--- src/rtl/scnh_pkg.sv ---
// Shared types, constants and the byte-wise CRC-32C function for the name hash block.
package scnh_pkg;

  localparam logic [31:0] CrcPoly = 32'h82F63B78;
  localparam logic [31:0] CrcOnes = 32'hFFFF_FFFF;
  localparam logic [31:0] KeyHiSet = 32'h8000_0000;
  localparam logic [15:0] KeyLoTail = 16'h8000;

  localparam logic [7:0] SepDot = 8'h2E;
  localparam logic [7:0] SepDash = 8'h2D;
  localparam logic [7:0] SepUnder = 8'h5F;
  localparam logic [7:0] SepTilde = 8'h7E;

  localparam int QDepth = 4;
  localparam int QAw = $clog2(QDepth);

  // One classified name byte as it travels from the front end to the back end.
  typedef struct packed {
    logic [7:0] name_byte;
    logic       sep;
    logic       last;
  } scnh_item_t;

  // Reflected CRC-32C update by one byte.
  function automatic logic [31:0] crc_byte(input logic [31:0] crc_in, input logic [7:0] b);
    logic [31:0] r;
    r = crc_in ^ {24'd0, b};
    for (int k = 0; k < 8; k++) begin
      r = r[0] ? ((r >> 1) ^ CrcPoly) : (r >> 1);
    end
    return r;
  endfunction

endpackage

--- src/rtl/scnh_front.sv ---
// Input side: takes name bytes and tags each one as a segment separator or not.
module scnh_front
  import scnh_pkg::*;
(
  input  logic       s_axis_tvalid_i,
  output logic       s_axis_tready_o,
  input  logic [7:0] s_axis_tdata_i,  // [7:0] name_byte
  input  logic       s_axis_tlast_i,  // last_byte
  input  logic       q_full_i,
  output logic       q_push_o,
  output scnh_item_t q_item_o
);

  logic is_sep;

  always_comb begin
    is_sep = s_axis_tdata_i inside {SepDot, SepDash, SepUnder, SepTilde};
  end

  assign s_axis_tready_o = !q_full_i;
  assign q_push_o        = s_axis_tvalid_i && !q_full_i;

  always_comb begin
    q_item_o.name_byte = s_axis_tdata_i;
    q_item_o.sep       = is_sep;
    q_item_o.last      = s_axis_tlast_i;
  end

endmodule

--- src/rtl/scnh_queue.sv ---
// Short FIFO of classified bytes between the front end and the back end.
module scnh_queue
  import scnh_pkg::*;
(
  input  logic       clk_i,
  input  logic       rst_ni,
  input  logic       push_i,
  input  scnh_item_t push_item_i,
  output logic       full_o,
  input  logic       pop_i,
  output logic       empty_o,
  output scnh_item_t pop_item_o
);

  scnh_item_t           mem_q [QDepth];
  logic [QAw-1:0]       wr_ptr_q, wr_ptr_d;
  logic [QAw-1:0]       rd_ptr_q, rd_ptr_d;
  logic [QAw:0]         count_q, count_d;

  assign full_o     = (count_q == (QAw+1)'(QDepth));
  assign empty_o    = (count_q == '0);
  assign pop_item_o = mem_q[rd_ptr_q];

  always_comb begin
    wr_ptr_d = push_i ? wr_ptr_q + 1'b1 : wr_ptr_q;
    rd_ptr_d = pop_i ? rd_ptr_q + 1'b1 : rd_ptr_q;
    count_d  = count_q + (QAw+1)'(push_i) - (QAw+1)'(pop_i);
  end

  always_ff @(posedge clk_i) begin
    if (push_i) begin
      mem_q[wr_ptr_q] <= push_item_i;
    end
  end

  always_ff @(posedge clk_i or negedge rst_ni) begin
    if (!rst_ni) begin
      wr_ptr_q <= '0;
      rd_ptr_q <= '0;
      count_q  <= '0;
    end else begin
      wr_ptr_q <= wr_ptr_d;
      rd_ptr_q <= rd_ptr_d;
      count_q  <= count_d;
    end
  end

endmodule

--- src/rtl/scnh_back.sv ---
// Back end: runs both CRCs, sums the segment CRCs and holds the finished key.
module scnh_back
  import scnh_pkg::*;
(
  input  logic        clk_i,
  input  logic        rst_ni,
  input  logic        q_empty_i,
  input  scnh_item_t  q_item_i,
  output logic        q_pop_o,
  output logic        m_axis_tvalid_o,
  input  logic        m_axis_tready_i,
  output logic [63:0] m_axis_tdata_o  // [63:0] hash_key
);

  logic [31:0] seg_crc_q, seg_crc_d;
  logic        seg_ne_q, seg_ne_d;
  logic [31:0] seg_sum_q, seg_sum_d;
  logic [31:0] whole_crc_q, whole_crc_d;
  logic        out_valid_q, out_valid_d;
  logic [63:0] key_q;

  logic [31:0] whole_next, seg_upd, add_term, sum_next, full;

  // A last byte needs a free output register; other bytes only update state.
  assign q_pop_o = !q_empty_i && (!q_item_i.last || !out_valid_q || m_axis_tready_i);

  always_comb begin
    whole_next = crc_byte(whole_crc_q, q_item_i.name_byte);
    seg_upd    = crc_byte(seg_crc_q, q_item_i.name_byte);
    // A separator closes the open segment; a final non-separator closes the
    // segment it just extended. At most one segment closes per byte.
    if (q_item_i.sep) begin
      add_term = seg_ne_q ? ~seg_crc_q : '0;
    end else begin
      add_term = q_item_i.last ? ~seg_upd : '0;
    end
    sum_next = seg_sum_q + add_term;
    full     = ~whole_next;

    seg_crc_d   = seg_crc_q;
    seg_ne_d    = seg_ne_q;
    seg_sum_d   = seg_sum_q;
    whole_crc_d = whole_crc_q;
    if (q_pop_o) begin
      if (q_item_i.last) begin
        seg_crc_d   = CrcOnes;
        seg_ne_d    = 1'b0;
        seg_sum_d   = '0;
        whole_crc_d = CrcOnes;
      end else begin
        whole_crc_d = whole_next;
        seg_sum_d   = sum_next;
        seg_crc_d   = q_item_i.sep ? CrcOnes : seg_upd;
        seg_ne_d    = !q_item_i.sep;
      end
    end
  end

  always_comb begin
    if (q_pop_o && q_item_i.last) begin
      out_valid_d = 1'b1;
    end else if (m_axis_tready_i) begin
      out_valid_d = 1'b0;
    end else begin
      out_valid_d = out_valid_q;
    end
  end

  always_ff @(posedge clk_i or negedge rst_ni) begin
    if (!rst_ni) begin
      seg_crc_q   <= CrcOnes;
      seg_ne_q    <= 1'b0;
      seg_sum_q   <= '0;
      whole_crc_q <= CrcOnes;
      out_valid_q <= 1'b0;
    end else begin
      seg_crc_q   <= seg_crc_d;
      seg_ne_q    <= seg_ne_d;
      seg_sum_q   <= seg_sum_d;
      whole_crc_q <= whole_crc_d;
      out_valid_q <= out_valid_d;
    end
  end

  always_ff @(posedge clk_i) begin
    if (q_pop_o && q_item_i.last) begin
      key_q <= {sum_next | KeyHiSet, full[31:16] ^ full[15:0], KeyLoTail};
    end
  end

  assign m_axis_tvalid_o = out_valid_q;
  assign m_axis_tdata_o  = key_q;

endmodule

--- src/rtl/segmented_crc32c_name_hash.sv ---
// Segmented CRC-32C directory-name hash: top level.
//
// A file name enters on the slave stream one byte per transfer, with tlast on
// its final byte. The bytes '.', '-', '_' and '~' split the name into segments;
// the CRC-32C values of the non-empty segments are summed to form key bits
// 63..32, with bit 63 forced high, and the CRC-32C of the whole name folds
// into bits 31..16. One 64-bit key leaves on the master stream per name, and
// nothing else. Throughput is one byte per cycle, except that a last byte waits
// while an unaccepted key fills the output register; the back end computes
// each byte CRC update combinationally. The last byte is written into the
// four-entry queue, and the edge on which it leaves loads the key and sets tvalid.
// If the receiver stalls, the finished key waits in the output register while
// bytes of the next name keep flowing into the back end; only a further last
// byte waits, and once the queue fills, s_axis_tready_o drops.
// Reset empties the queue, drops the pending key and restarts the hash state.
module segmented_crc32c_name_hash
  import scnh_pkg::*;
(
  input  logic        clk_i,
  input  logic        rst_ni,
  input  logic        s_axis_tvalid_i,
  output logic        s_axis_tready_o,
  input  logic [7:0]  s_axis_tdata_i,  // [7:0] name_byte
  input  logic        s_axis_tlast_i,  // last_byte
  output logic        m_axis_tvalid_o,
  input  logic        m_axis_tready_i,
  output logic [63:0] m_axis_tdata_o   // [63:0] hash_key
);

  logic       q_full, q_push, q_pop, q_empty;
  scnh_item_t push_item, pop_item;

  scnh_front u_front (
    .s_axis_tvalid_i (s_axis_tvalid_i),
    .s_axis_tready_o (s_axis_tready_o),
    .s_axis_tdata_i  (s_axis_tdata_i),
    .s_axis_tlast_i  (s_axis_tlast_i),
    .q_full_i        (q_full),
    .q_push_o        (q_push),
    .q_item_o        (push_item)
  );

  scnh_queue u_queue (
    .clk_i       (clk_i),
    .rst_ni      (rst_ni),
    .push_i      (q_push),
    .push_item_i (push_item),
    .full_o      (q_full),
    .pop_i       (q_pop),
    .empty_o     (q_empty),
    .pop_item_o  (pop_item)
  );

  scnh_back u_back (
    .clk_i           (clk_i),
    .rst_ni          (rst_ni),
    .q_empty_i       (q_empty),
    .q_item_i        (pop_item),
    .q_pop_o         (q_pop),
    .m_axis_tvalid_o (m_axis_tvalid_o),
    .m_axis_tready_i (m_axis_tready_i),
    .m_axis_tdata_o  (m_axis_tdata_o)
  );

endmodule
--- config.mk ---
export PLATFORM = sky130hd
export DESIGN_NAME = segmented_crc32c_name_hash
export DESIGN_NICKNAME = d
export VERILOG_FILES = /design/src/rtl/scnh_pkg.sv /design/src/rtl/scnh_front.sv /design/src/rtl/scnh_queue.sv /design/src/rtl/scnh_back.sv /design/src/rtl/segmented_crc32c_name_hash.sv
export SDC_FILE = /design/constraint.sdc
export NUM_CORES = 1
export LEC_CHECK = 0
export ABC_CLOCK_PERIOD_IN_PS = 8500
export BUFFER_PORTS_ARGS = -buffer_cell sky130_fd_sc_hd__buf_4
export CAP_MARGIN = 10
export CORE_UTILIZATION = 35
export CTS_CLUSTER_DIAMETER = 150
export DETAILED_ROUTE_END_ITERATION = 12
export SLEW_MARGIN = 20
export SYNTH_ARGS = -nofsm -noshare
export SYNTH_HDL_FRONTEND = slang
export SYNTH_SLANG_ARGS = --single-unit
--- constraint.sdc ---
create_clock -name clk_i -period 8.5 [get_ports clk_i]
set_input_delay 0 -clock clk_i [delete_from_list [all_inputs] [get_ports clk_i]]
set_output_delay 0 -clock clk_i [all_outputs]
set_load 0.03 [all_outputs]
=== After elaboration in Yosys (flattened, before gate mapping) ===
Memory sizes are Yosys's and may differ from the RTL's.
Index checks and enable logic that the tools add are counted.

* Register bits after elaboration: 152
* Bits in latches: 0
* Bits in writable memories: 40
* Bits in read-only memories: 0
* Word-level logic and storage cells: 83
* Memories kept: 1

* Add/sub/neg operators: 5
* Multiply operators: 0
* Divide/modulo/power cells: 0
* Magnitude comparators: 0
* Equality and inequality tests: 5
* Shift operators: 0
* Muxes and demuxes: 28
* Bitwise operators: 22
* Reduce and logical (&&, ||, !) cells: 13

{| class="wikitable"
|+ Memory list
! memory !! depth !! width !! rd ports !! clocked after Yosys merged registers in !! write ports !! RTL line !! source
|-
| u_queue.mem_q || 4 || 10 || 1 || 0 || 1 || scnh_queue.sv:15 || <nowiki>scnh_item_t mem_q [QDepth];</nowiki>
|}

{| class="wikitable"
|+ Operator list
! cell !! number
|-
| $mux W32 || 23
|-
| $not A16 Y17 || 16
|-
| $not A32 Y32 || 3
|-
| $xor A32 B8 Y32 || 2
|-
| $add A32 B32 Y32 || 1
|-
| $eq A8 B6 Y1 const B || 2
|-
| $eq A8 B7 Y1 const B || 2
|-
| $xor A16 B16 Y16 || 1
|-
| $logic_not A1 Y1 || 5
|-
| $mux W1 || 5
|-
| $add A2 B1 Y2 const B || 2
|-
| $reduce_bool A4 Y1 || 1
|-
| $add A3 B1 Y3 || 1
|-
| $eq A3 B3 Y1 const B || 1
|-
| $logic_and A1 B1 Y1 || 3
|-
| $logic_not A3 Y1 || 1
|-
| $sub A3 B1 Y3 || 1
|-
| $logic_or A1 B1 Y1 || 2
|-
| $reduce_bool A2 Y1 || 1
|}

=== Logic depth before layout (Yosys ltp) ===
Gate-level depths: netlist of the first run.
An unclocked memory read counts as a cell.

* Depth in word-level cells: 23
* Depth in mapped cells: 19
* Mapped depth without buffers: 18

=== Modules after synthesis ===
From an unflattened synthesis of the first run, not the netlist that was laid out.

* Cell total of the unflattened synthesis: 960
* Area, all modules: 11178.2 um^2

{| class="wikitable"
|+ By module, submodules not included
! module !! times used !! cells an instance !! area each (um^2) !! sequential area each (um^2)
|-
| scnh_back || 1 || 855 || 9192.6 || 3918.8
|-
| scnh_queue || 1 || 86 || 1835.5 || 1376.3
|-
| scnh_front || 1 || 19 || 150.1 || 0.0
|}

=== Worst setup path before layout of the first run ===
OpenSTA, ideal clock, no wires.

* Path type: reg2reg
* Start: reg u_queue.rd_ptr_q[0]
* End: reg u_back.key_q[56], in the netlist u_back.m_axis_tdata_o[56], data pin
* Setup time: 0.255 ns
* Arrival: 5.281 ns
* Setup slack: 2.964 ns
* Cell stages (with the launch flop): 18
* Buffers on the path: 1
* Clock period less this slack: 5.536 ns
* Cells stage by stage: dfrtp_1 -> buf_6 -> mux4_2 -> xnor2_2 -> xnor2_1 -> xor2_2 -> xor2_1 -> xnor2_1 -> o22ai_1 -> fa_1 -> a211oi_1 -> nor3_1 -> o41ai_1 -> o311ai_0 -> o21a_1 -> o21a_1 -> or3_1 -> and2_1

* Word-level cells in the longest chain between the ends: 19

{| class="wikitable"
|+ RTL lines
! item !! RTL line !! source
|-
| from (decl) || scnh_queue.sv:17 || <nowiki>logic [QAw-1:0] rd_ptr_q, rd_ptr_d;</nowiki>
|-
| from (signal assigned) || scnh_queue.sv:43 || <nowiki>rd_ptr_q <= rd_ptr_d;</nowiki>
|-
| $mem_v2 Z4 W10 * || n/a ||
|-
| $xor A32 B8 Y32 || scnh_pkg.sv:27 || <nowiki>r = crc_in ^ {24'd0, b};</nowiki>
|-
| $mux W32 || scnh_pkg.sv:29 || <nowiki>r = r[0] ? ((r >> 1) ^ CrcPoly) : (r >> 1);</nowiki>
|-
| $mux W32 or $not A16 Y17 (tied branches) || n/a ||
|-
| $not A16 Y17 (no line) or $mux W32 (tied branches) || n/a ||
|-
| $mux W32 or $not A16 Y17 (tied branches) (2 in series) || n/a ||
|-
| $not A16 Y17 (no line) or $mux W32 (tied branches) || n/a ||
|-
| $mux W32 or $not A16 Y17 (tied branches) || n/a ||
|-
| [3 not listed] || n/a ||
|-
| $mux W32 or $not A16 Y17 (tied branches) || n/a ||
|-
| $not A16 Y17 (no line) or $mux W32 (tied branches) || n/a ||
|-
| $mux W32 || scnh_pkg.sv:29 ||
|-
| $not A32 Y32 || scnh_back.sv:35 || <nowiki>add_term = q_item_i.last ? ~seg_upd : '0;</nowiki>
|-
| $mux W32 || scnh_back.sv:35 ||
|-
| $mux W32 * || scnh_back.sv:32 || <nowiki>if (q_item_i.sep) begin</nowiki>
|-
| $add A32 B32 Y32 * || scnh_back.sv:37 || <nowiki>sum_next = seg_sum_q + add_term;</nowiki>
|-
| named net u_back.sum_next[24] || scnh_back.sv:22 || <nowiki>logic [31:0] whole_next, seg_upd, add_term, sum_next, full;</nowiki>
|-
| to (signal assigned) || scnh_back.sv:87 || <nowiki>key_q <= {sum_next | KeyHiSet, full[31:16] ^ full[15:0], KeyLoTail};</nowiki>
|-
| to (decl) || scnh_back.sv:20 || <nowiki>logic [63:0] key_q;</nowiki>
|}

Mark *: on every way through the listed nets, which the timed path passes. The rest lies on a longest branch.
A chain may end at the register's enable or synchronous reset.

=== Final worst setup path of the first run ===
Same ends and word-level chain as after synthesis.

==> reports/metrics.cfg, run 1 <==
[routing]
wl_per_cell_um = 17.0
vias = 6724
post-route-drc-count = 0
finalWirelength_um = 22800
routed_via_density = 5.01
first_pass_iters = 5
drt_iter0_markers = 500
ant_nets = 0

[sta]
rsz0062_at_grt = no
fmax_mhz = 159
finalMaxSlewViolations = 0
hold_violations = 0
setup_viol = 0
max_slew_margin_pct = 28.1
period_needed_ns = 6.29
final.setup.tns_ns = 0
finalCritPeriodShare_pct = 74.0
worst_pin_slew_ns = 1.07
fin_skew_ns = 0.0137

[min_path]
holdCritPathClass = input port to register
min_from = s_axis_tvalid_i
hold_path_depth = 3
min_to = u_queue.wr_ptr_q[0]

[synth]
synth-seq-area-share_pct = 50.1
ys_warn_count = 0
synth_edf_count = 87
synth_cell_types = 64
synth_top_family_by_area = XOR/XNOR gates
async_flop_share_pct = 54.5
synth_fa_ha_area_share_pct = 4.64
syn_inst = 867
ys_seq_elements = 191
synth_xor_xnor_area_share_pct = 20.9
synth_compound_area_share_pct = 13.3
syn_area_mm2 = 0.0106
synth_simple_gate_area_share_pct = 5.91
muxShareOfSynthArea_pct = 2.31
syn_area_per_cell_um2 = 12.2
ys.flop_type = edfxtp_1

[cts]
clock_path_buffers = 2
cts_made_buffers = 17
clkSinkCount = 191
clk_pin_slew_ns = 0.07
htreeDepth = 4
root_buffer = clkbuf_16
cts_tree = built
clk_latency_ns = 0.44

[placed_design]
hpwl_um = 15900
place.gp.congestion = 0.857
port_buffers = 61

[cells_and_area]
n_fill_cell = 2783
seq_area_mm2 = 0.00530
mostFrequentLayoutCells = xnor2_1 (145), edfxtp_1 (87), buf_4 (69), dfstp_2 (64), a21oi_1 (61)
fin_nets = 989
antenna_cells = 0
multi_input_area_mm2 = 0.00506
area_delta_synth_final_pct = 14.7
drive_gt1_share_pct = 21.2
layout_commonest_cell = xnor2_1

[worst_setup_path]
r2r_slack_ns = 2.21
r2r_cells = 17
crit_arrival_ns = 6.48
worst_path_max_delay_cell = dfrtp_1
worstSetupEndpointType = register
critical_path_class = register to register
critical_path.cell_chain = mux4_2 -> xnor2_2 -> xnor2_1 -> xor2_2 -> xor2_1 -> xnor2_1 -> o22ai_1 -> fa_1 -> a211oi_1 -> nor3_1 -> o41ai_1 -> buf_4 -> o311ai_1 -> o21a_1 -> o21a_1 -> or3_1 -> and2_1
crit_fanout = 13
cpPeakStageDelay_ns = 0.81
rr_endpoint = u_back.m_axis_tdata_o[56]
start_kind = register
crit_start = u_queue.rd_ptr_q[0]
critical_path_buf_inv_count = 1
timing.rr.start = u_queue.rd_ptr_q[0]
worstPathRequired_ns = 8.69
cp_top_family = XOR/XNOR gates

[floorplanning]
fp.dieH_um = 176
dieWidth_um = 176
pin_count = 79
num_rows = 63
initial_core_util_pct = 35.6
core_mm2 = 0.0297
die_area_mm2 = 0.0309

[flow_run]
drv_cap = 0

[global_route]
antenna_found_initial = 0
grt_pass1_vias = 6760
grt_util_all_layers_pct = 15.6
grt_max_degree = 67
overflow = 0
grt_pass1_wl_um = 37300

[run_status]
status = completed

[worst reg2reg max path: cells and delay by family (launching register included)]
| kind | cells | cell delay [ns] |
|---|---|---|
| adders and majority gates | 1 | 0.54 |
| xor gates and xnor gates | 5 | 1.73 |
| buffers and inverters | 1 | 0.21 |
| AOI/OAI and AO/OA | 6 | 1.46 |
| DFF | 1 | 0.81 |
| muxes | 1 | 0.69 |
| and+or+nand+nor | 3 | 0.61 |
[registers in the layout (all words and copies together) (netlist names)]
| name | flops |
|---|---|
| u_queue.count_q | 3 |
| u_back.whole_crc_q | 32 |
| u_queue.wr_ptr_q | 2 |
| u_back.seg_crc_q | 32 |
| u_queue.rd_ptr_q | 2 |
| u_queue.mem_q | 40 |
| u_back.m_axis_tdata_o | 47 |
| u_back.seg_ne_q | 1 |
| u_back.m_axis_tvalid_o | 1 |
| u_back.seg_sum_q | 31 |
[stage by stage]
stage                     instance area, µm²  hold slack (ns)  util (%)  setup slack [ns]  cells
after floorplan                        10600           -0.296         -              2.96    882
after global placement                 11400           0.0741      38.4              2.14   1298
after detailed placement               11400           0.0806      38.4              2.03   1298
after CTS                              12100           0.0222      40.8              2.00   1341
after global routing                   12100           0.0720      40.8              1.71   1341
final                                  12100           0.0291      40.8              2.21   1341
[kinds of logic (layout without fill, tap and decap cells)]
| group | count (synthesis) | in the layout |
|---|---|---|
| xor gates and xnor gates | 224 | 224 |
| AOI/OAI and AO/OA | 206 | 206 |
| DFF | 191 | 191 |
| and+or+nand+nor | 135 | 135 |
| buffers and inverters | 58 | 127 |
| adders and majority gates | 38 | 38 |
| muxes | 13 | 13 |
| other | 2 | 17 |
[layout make-up]
class / count / area share (%)
Clock buffer: 20 / 3.95
Clock inverter: 12 / 0.980
Inverter: 15 / 0.464
Multi-Input combinational cell: 633 / 41.7
Sequential cell: 191 / 43.7
Tap cell: 390 / 4.02
Timing Repair Buffer: 80 / 5.18
[metal layers]
metal,wire length (µm),vias up,track usage (%),part of all wire (%)
met5,0,-,0,0
met4,254,0,4.53,1.1
met3,821,13,2.12,3.6
met2,10700,126,24.3,47
met1,11000,3368,22.4,48
li1,-,3217,-,-
[worst max-delay path by stage]
stage / cells after the start / endpoint / slack (ns)
floorplan: 17 / u_back.m_axis_tdata_o[56] / 2.96
global placement: 17 / u_back.m_axis_tdata_o[56] / 2.14
detailed placement: 19 / u_back.m_axis_tdata_o[56] / 2.03
CTS: 17 / u_back.m_axis_tdata_o[56] / 2.00
global route: 17 / u_back.m_axis_tdata_o[56] / 1.71
finish: 17 / u_back.m_axis_tdata_o[56] / 2.21
[cells in the mapped netlist, drive strengths merged (9+ instances only)]
cell type | n | area share, %
xnor2 | 159 | 15
edfxtp | 87 | 25
dfstp | 64 | 16
xor2 | 64 | 6.0
a21oi | 62 | 3.0
nor2 | 61 | 2.2
dfrtp | 40 | 9.5
ha | 36 | 4.3
a22o | 28 | 2.3
o22a | 26 | 2.2
nand2 | 25 | 0.89
o22ai | 24 | 1.4
clkbuf | 22 | 0.78
buf | 21 | 1.4
o21ai | 17 | 0.80
inv | 15 | 0.53
a21o | 13 | 0.92
nand3 | 10 | 0.47
mux4 | 9 | 1.9
[timing repair]
item	in CTS	in global routing
hold endpoints to repair	77	0
resized for setup	0	0
hold buffers	11	0
buffers inserted	0	0
Power of run 1 is not shown: default switching activity piles up to over one toggle a cycle in this logic, so the estimate is an artifact.
==> run 2, diff against run 1 <==
--- a/config.mk
+++ b/config.mk
@@ -5,7 +5,8 @@
 export SDC_FILE = /design/constraint.sdc
 export NUM_CORES = 1
 export LEC_CHECK = 0
-export ABC_CLOCK_PERIOD_IN_PS = 8500
+export ABC_AREA = 1
+export ABC_CLOCK_PERIOD_IN_PS = 5700
 export BUFFER_PORTS_ARGS = -buffer_cell sky130_fd_sc_hd__buf_4
 export CAP_MARGIN = 10
 export CORE_UTILIZATION = 35
==> constraint.sdc (replaced) <==
create_clock -name clk_i -period 5.7 [get_ports clk_i]
set_input_delay 0 -clock clk_i [delete_from_list [all_inputs] [get_ports clk_i]]
set_output_delay 0 -clock clk_i [all_outputs]
set_load 0.03 [all_outputs]
==> reports/metrics.cfg, run 2 <==
[routing]
ant_nets = 0  ; unchanged
finalWirelength_um = 33900  ; +49%
drt_iter0_markers = 743  ; +49%
post-route-drc-count = 0  ; unchanged
wl_per_cell_um = 16.0  ; -6.0%
vias = 10500  ; +56%
first_pass_iters = 6  ; +1
routed_via_density = 4.96  ; -1.1%

[worst_setup_path]
critical_path.cell_chain = inv_2 -> nand2_1 -> nand3_1 -> nand2_1 -> nand2_1 -> nand2_1 -> nand2_1 -> nand2_1 -> xor2_1 -> xor2_1 -> inv_1 -> nand2_1 -> nand3_1 -> o21ai_0 -> ha_1 -> a21oi_1 -> nand2_1 -> a21boi_0 -> o21bai_1 -> nand3_1 -> nand2_1 -> nand4_1 -> nand2_1 -> xor2_1
r2r_slack_ns = 0.56  ; -1.66 ns
critical_path_buf_inv_count = 2  ; +1
crit_fanout = 21  ; +8
cp_top_family = simple AND/OR/NAND/NOR gates
cpPeakStageDelay_ns = 0.44  ; -0.37 ns
worst_path_max_delay_cell = nand2_1
worstSetupEndpointType = register
critPathMostFrequentCell = nand2_1
r2r_cells = 24  ; +7
crit_cells = 24  ; +7
timing.rr.start = u_queue.rd_ptr_q[0]
crit_arrival_ns = 5.35  ; -1.13 ns
rr_endpoint = u_back.m_axis_tdata_o[59]
critical_path_class = register to register
worstPathRequired_ns = 5.90  ; -2.79 ns
start_kind = register

[cells_and_area]
layout_commonest_cell = nand2_1
fin_nets = 1703  ; +72%
area_delta_synth_final_pct = 12.3
drive_gt1_share_pct = 13.3  ; -8.0 points
mostFrequentLayoutCells = nand2_1 (511), inv_1 (159), nand3_1 (148), nor2_1 (98), xor2_1 (93)
antenna_cells = 0  ; unchanged
largest_register_ffs = 47  ; unchanged

[synth]
synth_top_area_cell = edfxtp_1
synth_top_area_share_pct = 20.9  ; -3.8 points
ys_warn_count = 0  ; unchanged
synth_area_leaders = edfxtp_1 (21%), nand2_1 (15%), dfstp_2 (13%)
syn_inst = 1588  ; +83%
synth_most_common_cell = nand2_1
synth-seq-area-share_pct = 42.4  ; -7.7 points
syn_area_mm2 = 0.0125  ; +18%
synth_cell_types = 50  ; -22%
syn_area_per_cell_um2 = 7.87  ; -35%
ys_seq_elements = 191  ; unchanged
ys.flop_type = edfxtp_1
async_flop_share_pct = 54.5  ; unchanged
synth_common_cells = nand2_1 (512), inv_1 (161), nand3_1 (148)
synth_edf_count = 87  ; unchanged

[run_status]
status = completed

[global_route]
grt_util_all_layers_pct = 19.2  ; +3.6 points
antenna_found_initial = 0  ; unchanged
grt_pass1_vias = 9839  ; +46%
overflow = 0  ; unchanged
grt_pass1_wl_um = 53600  ; +44%
grt_max_degree = 61  ; -9.0%

[placed_design]
port_buffers = 61  ; unchanged
place.gp.congestion = 0.877  ; +2.3%
hpwl_um = 24800  ; +56%

[sta]
period_needed_ns = 5.14  ; -1.14 ns
hold_slack_ns = 0.134  ; +0.105 ns
fin_skew_ns = 0.0181  ; +0.00439 ns
setup_viol = 0  ; unchanged
finalCritPeriodShare_pct = 90.2  ; +16 points
hold_violations = 0  ; unchanged
final.setup.tns_ns = 0  ; unchanged
worst_pin_slew_ns = 1.03  ; -0.0437 ns
max_slew_margin_pct = 31.3  ; +3.2 points
fmax_mhz = 194  ; +22%
finalMaxSlewViolations = 0  ; unchanged
rsz0062_at_grt = no

[cts]
ctsHoldBuffers = 12  ; +1
htreeDepth = 4  ; unchanged
clock_path_buffers = 2  ; unchanged
cts.repair.resized = 0  ; unchanged
cts_made_buffers = 17  ; unchanged
root_buffer = clkbuf_16
clk_pin_slew_ns = 0.07  ; about the same
clk_latency_ns = 0.47  ; +0.03 ns
postCtsSetupBuffers = 0  ; unchanged
cts_tree = built
clkSinkCount = 191  ; unchanged

[floorplanning]
die_area_mm2 = 0.0365  ; +18%
pin_count = 79  ; unchanged
num_rows = 68  ; +7.9%
core_mm2 = 0.0348  ; +17%
dieWidth_um = 191  ; +8.6%
fp.dieH_um = 191  ; +8.6%
initial_core_util_pct = 35.9  ; +0.34 points

[min_path]
holdCritPathClass = input port to async pin

[flow_run]
drv_cap = 0  ; unchanged

run 2: layout make-up:
type	count	area (µm²)
Sequential cell	191	5300
Tap cell	455	569
Clock inverter	12	111
Timing Repair Buffer	90	706
Inverter	170	638
Clock buffer	20	447
Multi-Input combinational cell	1182	6270
Fill cell	3469	20800
run 2: worst reg2reg max path, cell delays in order (launching register included):
cell and delay [ns]:
dfrtp_1 0.39, inv_2 0.25, nand2_1 0.10, nand3_1 0.18, nand2_1 0.13, nand2_1 0.07
nand2_1 0.18, nand2_1 0.13, nand2_1 0.44, xor2_1 0.34, xor2_1 0.22, inv_1 0.06
nand2_1 0.05, nand3_1 0.10, o21ai_0 0.31, ha_1 0.37, a21oi_1 0.20, nand2_1 0.11
a21boi_0 0.41, o21bai_1 0.22, nand3_1 0.11, nand2_1 0.13, nand4_1 0.11, nand2_1 0.11
xor2_1 0.18
run 2: worst max path at each step:
| stage | slack, ns | endpoint | startpoint |
|---|---|---|---|
| 3_5_place_dp | 0.73 | u_back.seg_sum_q[27] | u_queue.rd_ptr_q[0] |
| 2_1_floorplan | 1.83 | u_back.m_axis_tdata_o[60] | u_queue.rd_ptr_q[0] |
| 5_1_grt | 0.09 | u_back.seg_sum_q[23] | u_queue.rd_ptr_q[0] |
| 3_3_place_gp | 0.78 | u_back.m_axis_tdata_o[59] | u_queue.rd_ptr_q[0] |
| 6_report | 0.56 | u_back.m_axis_tdata_o[59] | u_queue.rd_ptr_q[0] |
| 4_1_cts | 0.69 | u_back.seg_sum_q[27] | u_queue.rd_ptr_q[0] |
run 2: per-stage QoR:
step | instance area (µm²) | cells | utilization (%) | worst slack (ns)
4_1_cts | 14000 | 2120 | 40.3 | 0.690
6_report | 14000 | 2120 | 40.3 | 0.557
3_5_place_dp | 13400 | 2076 | 38.4 | 0.727
2_1_floorplan | 12600 | 1603 | - | 1.83
5_1_grt | 14000 | 2120 | 40.3 | 0.0877
3_3_place_gp | 13400 | 2076 | 38.4 | 0.777
run 2: layer usage:
| layer | track usage (%) | vias to the layer above | share of wire [%] |
|---|---|---|---|
| met3 | 2.86 | 35 | 4.5 |
| met1 | 26.7 | 4958 | 47 |
| met2 | 30.4 | 278 | 47 |
| li1 | - | 5241 | - |
| met5 | 0 | - | 0 |
| met4 | 6.15 | 0 | 1.7 |
run 2: logic make-up after synthesis:
logic type,count (synthesis),synth area share (%)
other cells,2,0.0601
simple gates,814,27.3
fa+ha+maj,38,3.92
xor+xnor,133,9.83
flops,191,42.4
buf+inv,230,7.99
compound gates,180,8.54
Power of run 2 is left out for the same reason.
